--- config.mk ---
export PLATFORM = sky130hd
export DESIGN_NAME = pcm_volume_and_tone_stage_top_flat
export DESIGN_NICKNAME = d
export VERILOG_FILES = /design/src/hw/rtl/pvt_pkg.sv /design/src/hw/rtl/pvt_req_if.sv /design/src/hw/rtl/pvt_rsp_if.sv /design/src/hw/rtl/pvt_csr_regs.sv /design/src/hw/rtl/pvt_tone_front.sv /design/src/hw/rtl/pvt_gain_scale.sv /design/src/hw/rtl/pcm_volume_and_tone_stage_top.sv /design/src/flat_wrapper.sv
export SDC_FILE = /design/constraint.sdc
export NUM_CORES = 2
export LEC_CHECK = 0
export BUFFER_PORTS_ARGS = -buffer_cell sky130_fd_sc_hd__buf_2
export CAP_MARGIN = 5
export CORE_ASPECT_RATIO = 1.5
export CORE_MARGIN = 2
export CORE_UTILIZATION = 40
export CTS_CLUSTER_SIZE = 12
export DETAILED_ROUTE_END_ITERATION = 8
export PLACE_DENSITY = 0.57
export SLEW_MARGIN = 20
export SYNTH_ARGS = -nofsm -noshare
export SYNTH_HDL_FRONTEND = slang
export SYNTH_SLANG_ARGS = --single-unit
--- constraint.sdc ---
create_clock -name clock -period 10.7 [get_ports clock]
set_input_delay 1.07 -clock clock [delete_from_list [all_inputs] [get_ports clock]]
set_output_delay 1.07 -clock clock [all_outputs]
set_load 0.1 [all_outputs]
--- src/hw/rtl/pvt_pkg.sv ---
// Shared widths, codes, constants and types of the PCM volume and tone stage.
package pvt_pkg;

   localparam int PHASE_WIDTH = 32;
   localparam int COUNT_WIDTH = 24;

   localparam int SAMPLE_WIDTH    = 16;
   localparam int FUNC_WIDTH      = 2;
   localparam int VOLUME_WIDTH    = 7;
   localparam int STEP_WIDTH      = 32;
   localparam int LENGTH_WIDTH    = 24;
   localparam int CSR_INDEX_WIDTH = 3;
   localparam int CSR_DATA_WIDTH  = 32;

   localparam logic [FUNC_WIDTH-1:0] FUNC_PCM     = 2'd0;
   localparam logic [FUNC_WIDTH-1:0] FUNC_TONE    = 2'd1;
   localparam logic [FUNC_WIDTH-1:0] FUNC_RESTART = 2'd2;

   localparam logic [CSR_INDEX_WIDTH-1:0] CSR_VOLUME      = 3'd0;
   localparam logic [CSR_INDEX_WIDTH-1:0] CSR_MONO_MODE   = 3'd1;
   localparam logic [CSR_INDEX_WIDTH-1:0] CSR_PHASE_STEP  = 3'd2;
   localparam logic [CSR_INDEX_WIDTH-1:0] CSR_TONE_LENGTH = 3'd3;

   localparam logic [VOLUME_WIDTH-1:0] FULL_SCALE_PERCENT = 7'd100;
   localparam logic [VOLUME_WIDTH-1:0] RESET_VOLUME       = 7'd50;
   localparam logic [STEP_WIDTH-1:0]   RESET_STEP         = 32'd39370533;
   localparam logic [LENGTH_WIDTH-1:0] RESET_LENGTH       = 24'd96000;

   typedef logic signed [SAMPLE_WIDTH-1:0] sample_type;
   typedef logic [FUNC_WIDTH-1:0]          func_type;

   localparam sample_type TONE_HIGH = 16'sd6000;
   localparam sample_type TONE_LOW  = -16'sd6000;

   // Product of a sample and a gain of at most 100 has magnitude below 2^22;
   // divide it by 100 through an exact reciprocal.
   localparam int PRODUCT_WIDTH = 24;
   localparam int MAG_WIDTH     = 22;
   localparam int RECIP_WIDTH   = 23;
   localparam int RECIP_SHIFT   = 29;
   localparam int QUOT_WIDTH    = MAG_WIDTH + RECIP_WIDTH;
   localparam logic [RECIP_WIDTH-1:0] RECIP_100 = 23'd5368710;

   typedef logic [MAG_WIDTH-1:0] mag_type;

   typedef struct packed {
      logic [VOLUME_WIDTH-1:0] volume;
      logic                    mono_mode;
      logic [STEP_WIDTH-1:0]   tone_phase_step;
      logic [LENGTH_WIDTH-1:0] tone_length;
   } cfg_type;

   typedef struct packed {
      sample_type left;
      sample_type right;
      logic       done;
   } frame_type;

endpackage

--- src/hw/rtl/pvt_req_if.sv ---
// Request channel carrying one frame command per transaction.
interface pvt_req_if import pvt_pkg::*; ();
   logic       valid;
   logic       ready;
   func_type   func;
   sample_type left_in;
   sample_type right_in;

   modport source(output valid, func, left_in, right_in, input ready);
   modport sink(input valid, func, left_in, right_in, output ready);
endinterface

--- src/hw/rtl/pvt_rsp_if.sv ---
// Response channel carrying one scaled stereo frame per transaction.
interface pvt_rsp_if import pvt_pkg::*; ();
   logic       valid;
   logic       ready;
   sample_type left_out;
   sample_type right_out;
   logic       tone_done;

   modport source(output valid, left_out, right_out, tone_done, input ready);
   modport sink(input valid, left_out, right_out, tone_done, output ready);
endinterface

--- src/hw/rtl/pvt_csr_regs.sv ---
// Configuration registers with volume saturation.
module pvt_csr_regs import pvt_pkg::*; (
   input  logic                       clock,
   input  logic                       reset,
   input  logic                       csr_wr_en,
   input  logic [CSR_INDEX_WIDTH-1:0] csr_index,
   input  logic [CSR_DATA_WIDTH-1:0]  csr_wr_data,
   output cfg_type                    cfg
);

   cfg_type                 cfg_ff;
   cfg_type                 cfg_in;
   logic [VOLUME_WIDTH-1:0] volume_wr;

   assign volume_wr = csr_wr_data[VOLUME_WIDTH-1:0];

   always_comb begin
      cfg_in = cfg_ff;
      if (csr_wr_en) begin
         unique case (csr_index)
            CSR_VOLUME: begin
               cfg_in.volume = (volume_wr > FULL_SCALE_PERCENT) ? FULL_SCALE_PERCENT
                                                                : volume_wr;
            end
            CSR_MONO_MODE:   cfg_in.mono_mode       = csr_wr_data[0];
            CSR_PHASE_STEP:  cfg_in.tone_phase_step = csr_wr_data[STEP_WIDTH-1:0];
            CSR_TONE_LENGTH: cfg_in.tone_length     = csr_wr_data[LENGTH_WIDTH-1:0];
            default: ;
         endcase
      end
   end

   always_ff @(posedge clock) begin
      if (reset) begin
         cfg_ff.volume          <= RESET_VOLUME;
         cfg_ff.mono_mode       <= 1'b0;
         cfg_ff.tone_phase_step <= RESET_STEP;
         cfg_ff.tone_length     <= RESET_LENGTH;
      end else begin
         cfg_ff <= cfg_in;
      end
   end

   assign cfg = cfg_ff;

endmodule

--- src/hw/rtl/pvt_tone_front.sv ---
// Command decode, tone accumulator, frame counter and input register.
module pvt_tone_front import pvt_pkg::*; (
   input  logic      clock,
   input  logic      reset,
   input  cfg_type   cfg,
   pvt_req_if.sink   req_chan,
   output logic      frame_valid,
   output frame_type frame,
   input  logic      frame_ready
);

   logic [PHASE_WIDTH-1:0] phase_ff;
   logic [PHASE_WIDTH-1:0] phase_in;
   logic [PHASE_WIDTH-1:0] phase_adv;
   logic [COUNT_WIDTH-1:0] frames_ff;
   logic [COUNT_WIDTH-1:0] frames_in;
   logic                   frame_valid_ff;
   logic                   frame_valid_in;
   frame_type              frame_ff;
   frame_type              frame_in;
   logic                   accept;
   logic                   load;

   assign req_chan.ready = !frame_valid_ff || frame_ready;
   assign accept         = req_chan.valid && req_chan.ready;
   assign phase_adv      = phase_ff + PHASE_WIDTH'(cfg.tone_phase_step);

   always_comb begin
      phase_in  = phase_ff;
      frames_in = frames_ff;
      frame_in  = frame_ff;
      load      = 1'b0;
      if (accept) begin
         unique case (req_chan.func)
            FUNC_PCM: begin
               load           = 1'b1;
               frame_in.left  = req_chan.left_in;
               frame_in.right = cfg.mono_mode ? req_chan.left_in : req_chan.right_in;
               frame_in.done  = 1'b0;
            end
            FUNC_TONE: begin
               load = 1'b1;
               if (frames_ff == '0) begin
                  frame_in.left  = '0;
                  frame_in.right = '0;
                  frame_in.done  = 1'b1;
               end else begin
                  phase_in       = phase_adv;
                  frames_in      = frames_ff - COUNT_WIDTH'(1);
                  frame_in.left  = phase_adv[PHASE_WIDTH-1] ? TONE_HIGH : TONE_LOW;
                  frame_in.right = phase_adv[PHASE_WIDTH-1] ? TONE_HIGH : TONE_LOW;
                  frame_in.done  = (frames_ff == COUNT_WIDTH'(1));
               end
            end
            FUNC_RESTART: begin
               frames_in = COUNT_WIDTH'(cfg.tone_length);
               phase_in  = '0;
            end
            default: ;
         endcase
      end
      frame_valid_in = req_chan.ready ? load : frame_valid_ff;
   end

   always_ff @(posedge clock) begin
      if (reset) begin
         phase_ff       <= '0;
         frames_ff      <= '0;
         frame_valid_ff <= 1'b0;
      end else begin
         phase_ff       <= phase_in;
         frames_ff      <= frames_in;
         frame_valid_ff <= frame_valid_in;
      end
   end

   always_ff @(posedge clock) begin
      if (load) begin
         frame_ff <= frame_in;
      end
   end

   assign frame_valid = frame_valid_ff;
   assign frame       = frame_ff;

endmodule

--- src/hw/rtl/pvt_gain_scale.sv ---
// Gain multiply, divide by 100 and result register.
module pvt_gain_scale import pvt_pkg::*; (
   input  logic                    clock,
   input  logic                    reset,
   input  logic [VOLUME_WIDTH-1:0] volume,
   input  logic                    frame_valid,
   input  frame_type               frame,
   output logic                    frame_ready,
   pvt_rsp_if.source               rsp_chan
);

   function automatic logic signed [PRODUCT_WIDTH-1:0] gain_product(
      input sample_type              sample,
      input logic [VOLUME_WIDTH-1:0] gain
   );
      logic signed [PRODUCT_WIDTH-1:0] s_ext;
      logic signed [PRODUCT_WIDTH-1:0] g_ext;
      s_ext = PRODUCT_WIDTH'(sample);
      g_ext = $signed({{(PRODUCT_WIDTH-VOLUME_WIDTH){1'b0}}, gain});
      return s_ext * g_ext;
   endfunction

   function automatic mag_type magnitude(input logic signed [PRODUCT_WIDTH-1:0] p);
      logic signed [PRODUCT_WIDTH-1:0] neg;
      neg = -p;
      return p[PRODUCT_WIDTH-1] ? neg[MAG_WIDTH-1:0] : p[MAG_WIDTH-1:0];
   endfunction

   function automatic sample_type divide_100(input mag_type mag, input logic neg);
      logic [QUOT_WIDTH-1:0]   full;
      logic [SAMPLE_WIDTH-1:0] quot;
      logic [SAMPLE_WIDTH-1:0] quot_neg;
      full     = QUOT_WIDTH'(mag) * QUOT_WIDTH'(RECIP_100);
      quot     = full[RECIP_SHIFT +: SAMPLE_WIDTH];
      quot_neg = -quot;
      return neg ? $signed(quot_neg) : $signed(quot);
   endfunction

   logic                            prod_valid_ff;
   logic                            prod_valid_in;
   logic signed [PRODUCT_WIDTH-1:0] prod_left;
   logic signed [PRODUCT_WIDTH-1:0] prod_right;
   mag_type                         mag_left_ff;
   mag_type                         mag_right_ff;
   logic                            neg_left_ff;
   logic                            neg_right_ff;
   logic                            done_prod_ff;
   logic                            rsp_valid_ff;
   logic                            rsp_valid_in;
   sample_type                      left_out_ff;
   sample_type                      right_out_ff;
   logic                            tone_done_ff;
   logic                            out_ready;

   assign out_ready   = !rsp_valid_ff || rsp_chan.ready;
   assign frame_ready = !prod_valid_ff || out_ready;

   assign prod_left  = gain_product(frame.left, volume);
   assign prod_right = gain_product(frame.right, volume);

   assign prod_valid_in = frame_ready ? frame_valid : prod_valid_ff;
   assign rsp_valid_in  = out_ready ? prod_valid_ff : rsp_valid_ff;

   always_ff @(posedge clock) begin
      if (reset) begin
         prod_valid_ff <= 1'b0;
         rsp_valid_ff  <= 1'b0;
      end else begin
         prod_valid_ff <= prod_valid_in;
         rsp_valid_ff  <= rsp_valid_in;
      end
   end

   always_ff @(posedge clock) begin
      if (frame_ready && frame_valid) begin
         mag_left_ff  <= magnitude(prod_left);
         mag_right_ff <= magnitude(prod_right);
         neg_left_ff  <= prod_left[PRODUCT_WIDTH-1];
         neg_right_ff <= prod_right[PRODUCT_WIDTH-1];
         done_prod_ff <= frame.done;
      end
   end

   always_ff @(posedge clock) begin
      if (out_ready && prod_valid_ff) begin
         left_out_ff  <= divide_100(mag_left_ff, neg_left_ff);
         right_out_ff <= divide_100(mag_right_ff, neg_right_ff);
         tone_done_ff <= done_prod_ff;
      end
   end

   assign rsp_chan.valid     = rsp_valid_ff;
   assign rsp_chan.left_out  = left_out_ff;
   assign rsp_chan.right_out = right_out_ff;
   assign rsp_chan.tone_done = tone_done_ff;

endmodule

--- src/hw/rtl/pcm_volume_and_tone_stage_top.sv ---
// Top level of the PCM volume and test-tone output stage.
//
// req_chan takes one command per transaction: a PCM frame, a tone frame or
// a tone restart. PCM and tone frames each give one response on rsp_chan;
// a restart, or an unused command code, gives none.
// csr_wr_en writes csr_wr_data into the register chosen by csr_index
// (volume, mono mode, phase step, tone length); write only while idle.
// The response passes the input register, the gain multiply register and
// the divide-by-100 into the result register. Throughput: one transaction
// per cycle while rsp_chan is not stalled; each of the three stages
// advances whenever the stage after it is free or empties that cycle.
// Reset clears the tone phase and frame counter, empties the pipeline and
// loads volume 50, stereo, a 440 Hz step at 48 kHz and 96000 tone frames.
// When rsp_chan stalls, each stage holds its frame; req_chan keeps
// accepting until every stage is full, then ready drops.
module pcm_volume_and_tone_stage_top import pvt_pkg::*; (
   input  logic                       clock,
   input  logic                       reset,
   pvt_req_if.sink                    req_chan,
   pvt_rsp_if.source                  rsp_chan,
   input  logic                       csr_wr_en,
   input  logic [CSR_INDEX_WIDTH-1:0] csr_index,
   input  logic [CSR_DATA_WIDTH-1:0]  csr_wr_data
);

   cfg_type   cfg;
   logic      frame_valid;
   logic      frame_ready;
   frame_type frame;

   pvt_csr_regs u_csr_regs (
      .clock       (clock),
      .reset       (reset),
      .csr_wr_en   (csr_wr_en),
      .csr_index   (csr_index),
      .csr_wr_data (csr_wr_data),
      .cfg         (cfg)
   );

   pvt_tone_front u_tone_front (
      .clock       (clock),
      .reset       (reset),
      .cfg         (cfg),
      .req_chan    (req_chan),
      .frame_valid (frame_valid),
      .frame       (frame),
      .frame_ready (frame_ready)
   );

   pvt_gain_scale u_gain_scale (
      .clock       (clock),
      .reset       (reset),
      .volume      (cfg.volume),
      .frame_valid (frame_valid),
      .frame       (frame),
      .frame_ready (frame_ready),
      .rsp_chan    (rsp_chan)
   );

endmodule

--- src/flat_wrapper.sv ---
// flat-port wrapper written by rule: the top's interface ports become plain ports
module pcm_volume_and_tone_stage_top_flat import pvt_pkg::*;
  (clock, reset, csr_wr_en, csr_index, csr_wr_data, req_chan_valid, req_chan_func, req_chan_left_in, req_chan_right_in, req_chan_ready, rsp_chan_valid, rsp_chan_left_out, rsp_chan_right_out, rsp_chan_tone_done, rsp_chan_ready);
  pvt_req_if req_chan_i ();
  pvt_rsp_if rsp_chan_i ();
  input  logic clock;
  input  logic reset;
  input  logic csr_wr_en;
  input  logic [CSR_INDEX_WIDTH-1:0] csr_index;
  input  logic [CSR_DATA_WIDTH-1:0] csr_wr_data;
  input wire logic [$bits(req_chan_i.valid)-1:0] req_chan_valid;
  input wire logic [$bits(req_chan_i.func)-1:0] req_chan_func;
  input wire logic [$bits(req_chan_i.left_in)-1:0] req_chan_left_in;
  input wire logic [$bits(req_chan_i.right_in)-1:0] req_chan_right_in;
  output wire logic [$bits(req_chan_i.ready)-1:0] req_chan_ready;
  output wire logic [$bits(rsp_chan_i.valid)-1:0] rsp_chan_valid;
  output wire logic [$bits(rsp_chan_i.left_out)-1:0] rsp_chan_left_out;
  output wire logic [$bits(rsp_chan_i.right_out)-1:0] rsp_chan_right_out;
  output wire logic [$bits(rsp_chan_i.tone_done)-1:0] rsp_chan_tone_done;
  input wire logic [$bits(rsp_chan_i.ready)-1:0] rsp_chan_ready;
  assign req_chan_i.valid = req_chan_valid;
  assign req_chan_i.func = req_chan_func;
  assign req_chan_i.left_in = req_chan_left_in;
  assign req_chan_i.right_in = req_chan_right_in;
  assign req_chan_ready = req_chan_i.ready;
  assign rsp_chan_valid = rsp_chan_i.valid;
  assign rsp_chan_left_out = rsp_chan_i.left_out;
  assign rsp_chan_right_out = rsp_chan_i.right_out;
  assign rsp_chan_tone_done = rsp_chan_i.tone_done;
  assign rsp_chan_i.ready = rsp_chan_ready;
  pcm_volume_and_tone_stage_top u_core (.clock(clock), .reset(reset), .req_chan(req_chan_i), .rsp_chan(rsp_chan_i), .csr_wr_en(csr_wr_en), .csr_index(csr_index), .csr_wr_data(csr_wr_data));
endmodule
==> impl_metrics.env <==
export IMPL_ys_types=85
export IMPL_postRouteAntennaNets=0
export IMPL_synthAdderAreaFrac=0.490
export IMPL_design_die_area_um2=95300
export IMPL_synth_top_area_share=0.285
export IMPL_post_cts_resized=0
export IMPL_ctsHtreeMaxLevel=1
export IMPL_status="complete, no violations"
export IMPL_viasPerCell=5.10
export IMPL_finalHoldViolCount=0
export IMPL_synth_top_family_by_area="adder cells"
export IMPL_num_antenna_cells=0
export IMPL_grtUsageMet1=0.223
export IMPL_whs_ns=0.455
export IMPL_drcViolationCount=0
export IMPL_layout_drive_gt1_share=0.0529
export IMPL_cp_max_fo=8
export IMPL_rows=136
export IMPL_firstDrtPassIters=5
export IMPL_cts_buffers_inserted=29
export IMPL_clock_skew_ns=0.0146
export IMPL_globalRouteTotalUtil=0.196
export IMPL_drt_iter0_markers=939
export IMPL_crit_arrival_ns=8.08
export IMPL_core_um2=91900
export IMPL_syn_area_per_cell_um2=9.55
export IMPL_ys_seq_area_frac=0.158
export IMPL_setup_violations_final=0
export IMPL_tritoncts="yes"
export IMPL_endpoint_kind="register"
export IMPL_setup_tns_final_ns=0
export IMPL_synth_seq_cells=236
export IMPL_clk_path_buf_depth=3
export IMPL_path_class="reg -> reg"
export IMPL_clkTransAtPathRegs_ns=0.07
export IMPL_syn_to_final_growth_pct=7.54
export IMPL_met3_usage=0.0141
export IMPL_synth_edf_count=113
export IMPL_grt_antenna_before_repair=0
export IMPL_clk_latency_ns=0.59
export IMPL_synth_xor_area_share=0.0394
export IMPL_hold_depth=2
export IMPL_die_y_um=377
export IMPL_grt_util_met2=0.380
export IMPL_cp_common_cell="fa_1"
export IMPL_root_buffer="clkbuf_16"
export IMPL_period_share=0.724
export IMPL_portBuffers=108
export IMPL_synth_cells=3889
export IMPL_top_usage_layer="met2"
export IMPL_timing_fmax_mhz=129
export IMPL_dpl_hpwl_um=78400
export IMPL_async_flop_share=0
export IMPL_yosys_area_share_simple=0.119
export IMPL_finalCriticalPeriod_ns=7.75
export IMPL_start_kind="register"
export IMPL_final_nets=5175
export IMPL_grt_pass1_wl_um=148000
export IMPL_synth_flop_cell="dfxtp_1"
export IMPL_synthMuxAreaShare=0.00566
export IMPL_hold_path_class="reg -> reg"
export IMPL_vias=26300
export IMPL_routedWlPerCell_um=17.7
export IMPL_syn_nets=5101
export IMPL_synth_area_um2=37100
export IMPL_cp_slowest_cell="edfxtp_1"
export IMPL_yosys_warnings=0
export IMPL_grt_pass1_vias=27900
export IMPL_maxSlewViolCount=0
export IMPL_fin_ws_ns=2.95
export IMPL_place_congestion=0.918
export IMPL_dp_slack_ns=3.01
export IMPL_die_width_um=253
export IMPL_cts_hold_buf=0
export IMPL_cts_sinks=236
export IMPL_grt_overflow=0
export IMPL_tightest_slew_ns=1.03
export IMPL_grt_max_degree=84
export IMPL_synthTopCellsByArea="fa_1 (29%), ha_1 (21%), edfxtp_1 (9.1%)"
export IMPL_initial_core_util=0.404
export IMPL_max_slew_margin=0.313
export IMPL_rsz0062_at_grt="no"
export IMPL_synth_compound_area_frac=0.100
export IMPL_pin_count=109
export IMPL_slowest_delay_ns=0.59
export IMPL_yosysTopAreaCell="fa_1"
export IMPL_required_ns=11.04
export IMPL_cap_viol_max_count=0
export IMPL_post_cts_buffers=0
export IMPL_worstRegToRegCells=25
export IMPL_wirelength_um=91500
synth_stat cells, types with 19 or more instances:
| library cell | number |
|---|---|
| o21bai_1 | 26 |
| a211oi_1 | 31 |
| xnor2_1 | 107 |
| mux2i_1 | 21 |
| inv_1 | 782 |
| edfxtp_1 | 113 |
| a22oi_1 | 20 |
| nor2_1 | 140 |
| and2_1 | 175 |
| fa_1 | 529 |
| o21ai_0 | 85 |
| nand3_1 | 43 |
| nor3_1 | 42 |
| nand2_1 | 328 |
| nand3b_1 | 25 |
| o21a_1 | 19 |
| xor2_1 | 60 |
| a21o_1 | 52 |
| and3_1 | 19 |
| a21oi_1 | 194 |
| dfxtp_1 | 123 |
| ha_1 | 609 |
| nand4_1 | 25 |
| clkbuf_1 | 77 |
worst max-delay path: cells and delay by family (launching register included):
kind                       cells  cell delay (ns)
AOI/OAI and AO/OA              3             0.46
xor gates and xnor gates       2             0.48
adders and majority gates      9             3.85
buffers and inverters          4             0.24
DFF                            1             0.59
and+or+nand+nor                7             1.88
metrics by stage:
step                       util  instances  area, um2
after CTS                 0.435       5158      39900
final                     0.435       5158      39900
after global placement    0.424       5105      39000
after detailed placement  0.424       5105      39000
after floorplan               -       3889      37100
after global routing      0.435       5158      39900
cell type report:
cell class,count,area (um2)
multi-input combinational,2787,28100
inverter,783,2940
clock buffer,35,748
timing repair buffer,126,678
clock inverter,18,178
sequential,236,5860
tap,1173,1470
fill,9067,52000
placed cells by master, fill, tap and decap left out, types with 7 or more instances in the layout:
master / netlist / final
o21ai_0: 85 / 85
inv_1: 782 / 782
xor2_1: 60 / 60
clkbuf_16: 0 / 29
nor3_1: 42 / 42
mux2i_1: 21 / 21
and4_1: 9 / 9
o21a_1: 19 / 19
buf_2: 3 / 107
nand4_1: 25 / 25
dfxtp_1: 123 / 121
nand2b_1: 15 / 15
buf_4: 0 / 19
edfxtp_1: 113 / 113
a211oi_1: 31 / 31
o41ai_1: 7 / 7
a31oi_1: 15 / 15
a22oi_1: 20 / 20
and3_1: 19 / 19
a21oi_1: 194 / 194
o22ai_1: 11 / 11
o31ai_1: 13 / 13
nor4_1: 7 / 7
or3_1: 13 / 13
nand2_1: 328 / 328
xnor2_1: 107 / 107
a22o_1: 12 / 12
o21bai_1: 26 / 26
o211ai_1: 16 / 16
a21boi_0: 8 / 7
a21o_1: 52 / 52
o21ai_1: 8 / 8
ha_1: 609 / 609
nand3b_1: 25 / 25
nor2_1: 140 / 136
nand3_1: 43 / 42
and2_1: 175 / 175
nor2b_1: 17 / 15
fa_1: 529 / 529
worst paths after layout:
check,startpoint,endpoint,slack [ns]
max,u_core.u_gain_scale.mag_left_ff[9],u_core.u_gain_scale.rsp_chan.left_out[12],2.95
min,u_core.u_csr_regs.cfg[15],u_core.u_csr_regs.cfg[15],0.46
max reg2reg,u_core.u_gain_scale.mag_left_ff[9],u_core.u_gain_scale.rsp_chan.left_out[12],2.95
min reg2reg,u_core.u_csr_regs.cfg[15],u_core.u_csr_regs.cfg[15],0.46
logic make-up (layout without fill, tap and decap cells):
family                     after synthesis  in the layout
muxes                                   21             21
xor gates and xnor gates               167            167
adders and majority gates             1138           1138
DFF                                    236            236
AOI/OAI and AO/OA                      572            572
and+or+nand+nor                        889            889
buffers and inverters                  866            962
state kept, by name, indices dropped and copies added, names as in the netlist:
signal and flops:
u_core.u_tone_front.frames_ff 24, u_core.u_gain_scale.done_prod_ff 1, u_core.u_tone_front.phase_ff 32, u_core.u_tone_front.frame 33, u_core.u_gain_scale.rsp_chan.valid 1, u_core.u_gain_scale.mag_right_ff 22, u_core.u_csr_regs.cfg 64, u_core.u_gain_scale.neg_right_ff 1
u_core.u_gain_scale.rsp_chan.tone_done 1, u_core.u_gain_scale.rsp_chan.right_out 16, u_core.u_gain_scale.prod_valid_ff 1, u_core.u_gain_scale.rsp_chan.left_out 16, u_core.u_gain_scale.neg_left_ff 1, u_core.u_tone_front.frame_valid 1, u_core.u_gain_scale.mag_left_ff 22
metal layers:
metal	wire, um	up-vias
met5	0	-
met4	3590	0
met3	1930	133
met2	49900	362
met1	36100	13000
li1	-	12900
Power is left out: the tool's default activity adds up to more than one toggle a clock period on the data nets, which glitch-free logic cannot reach.
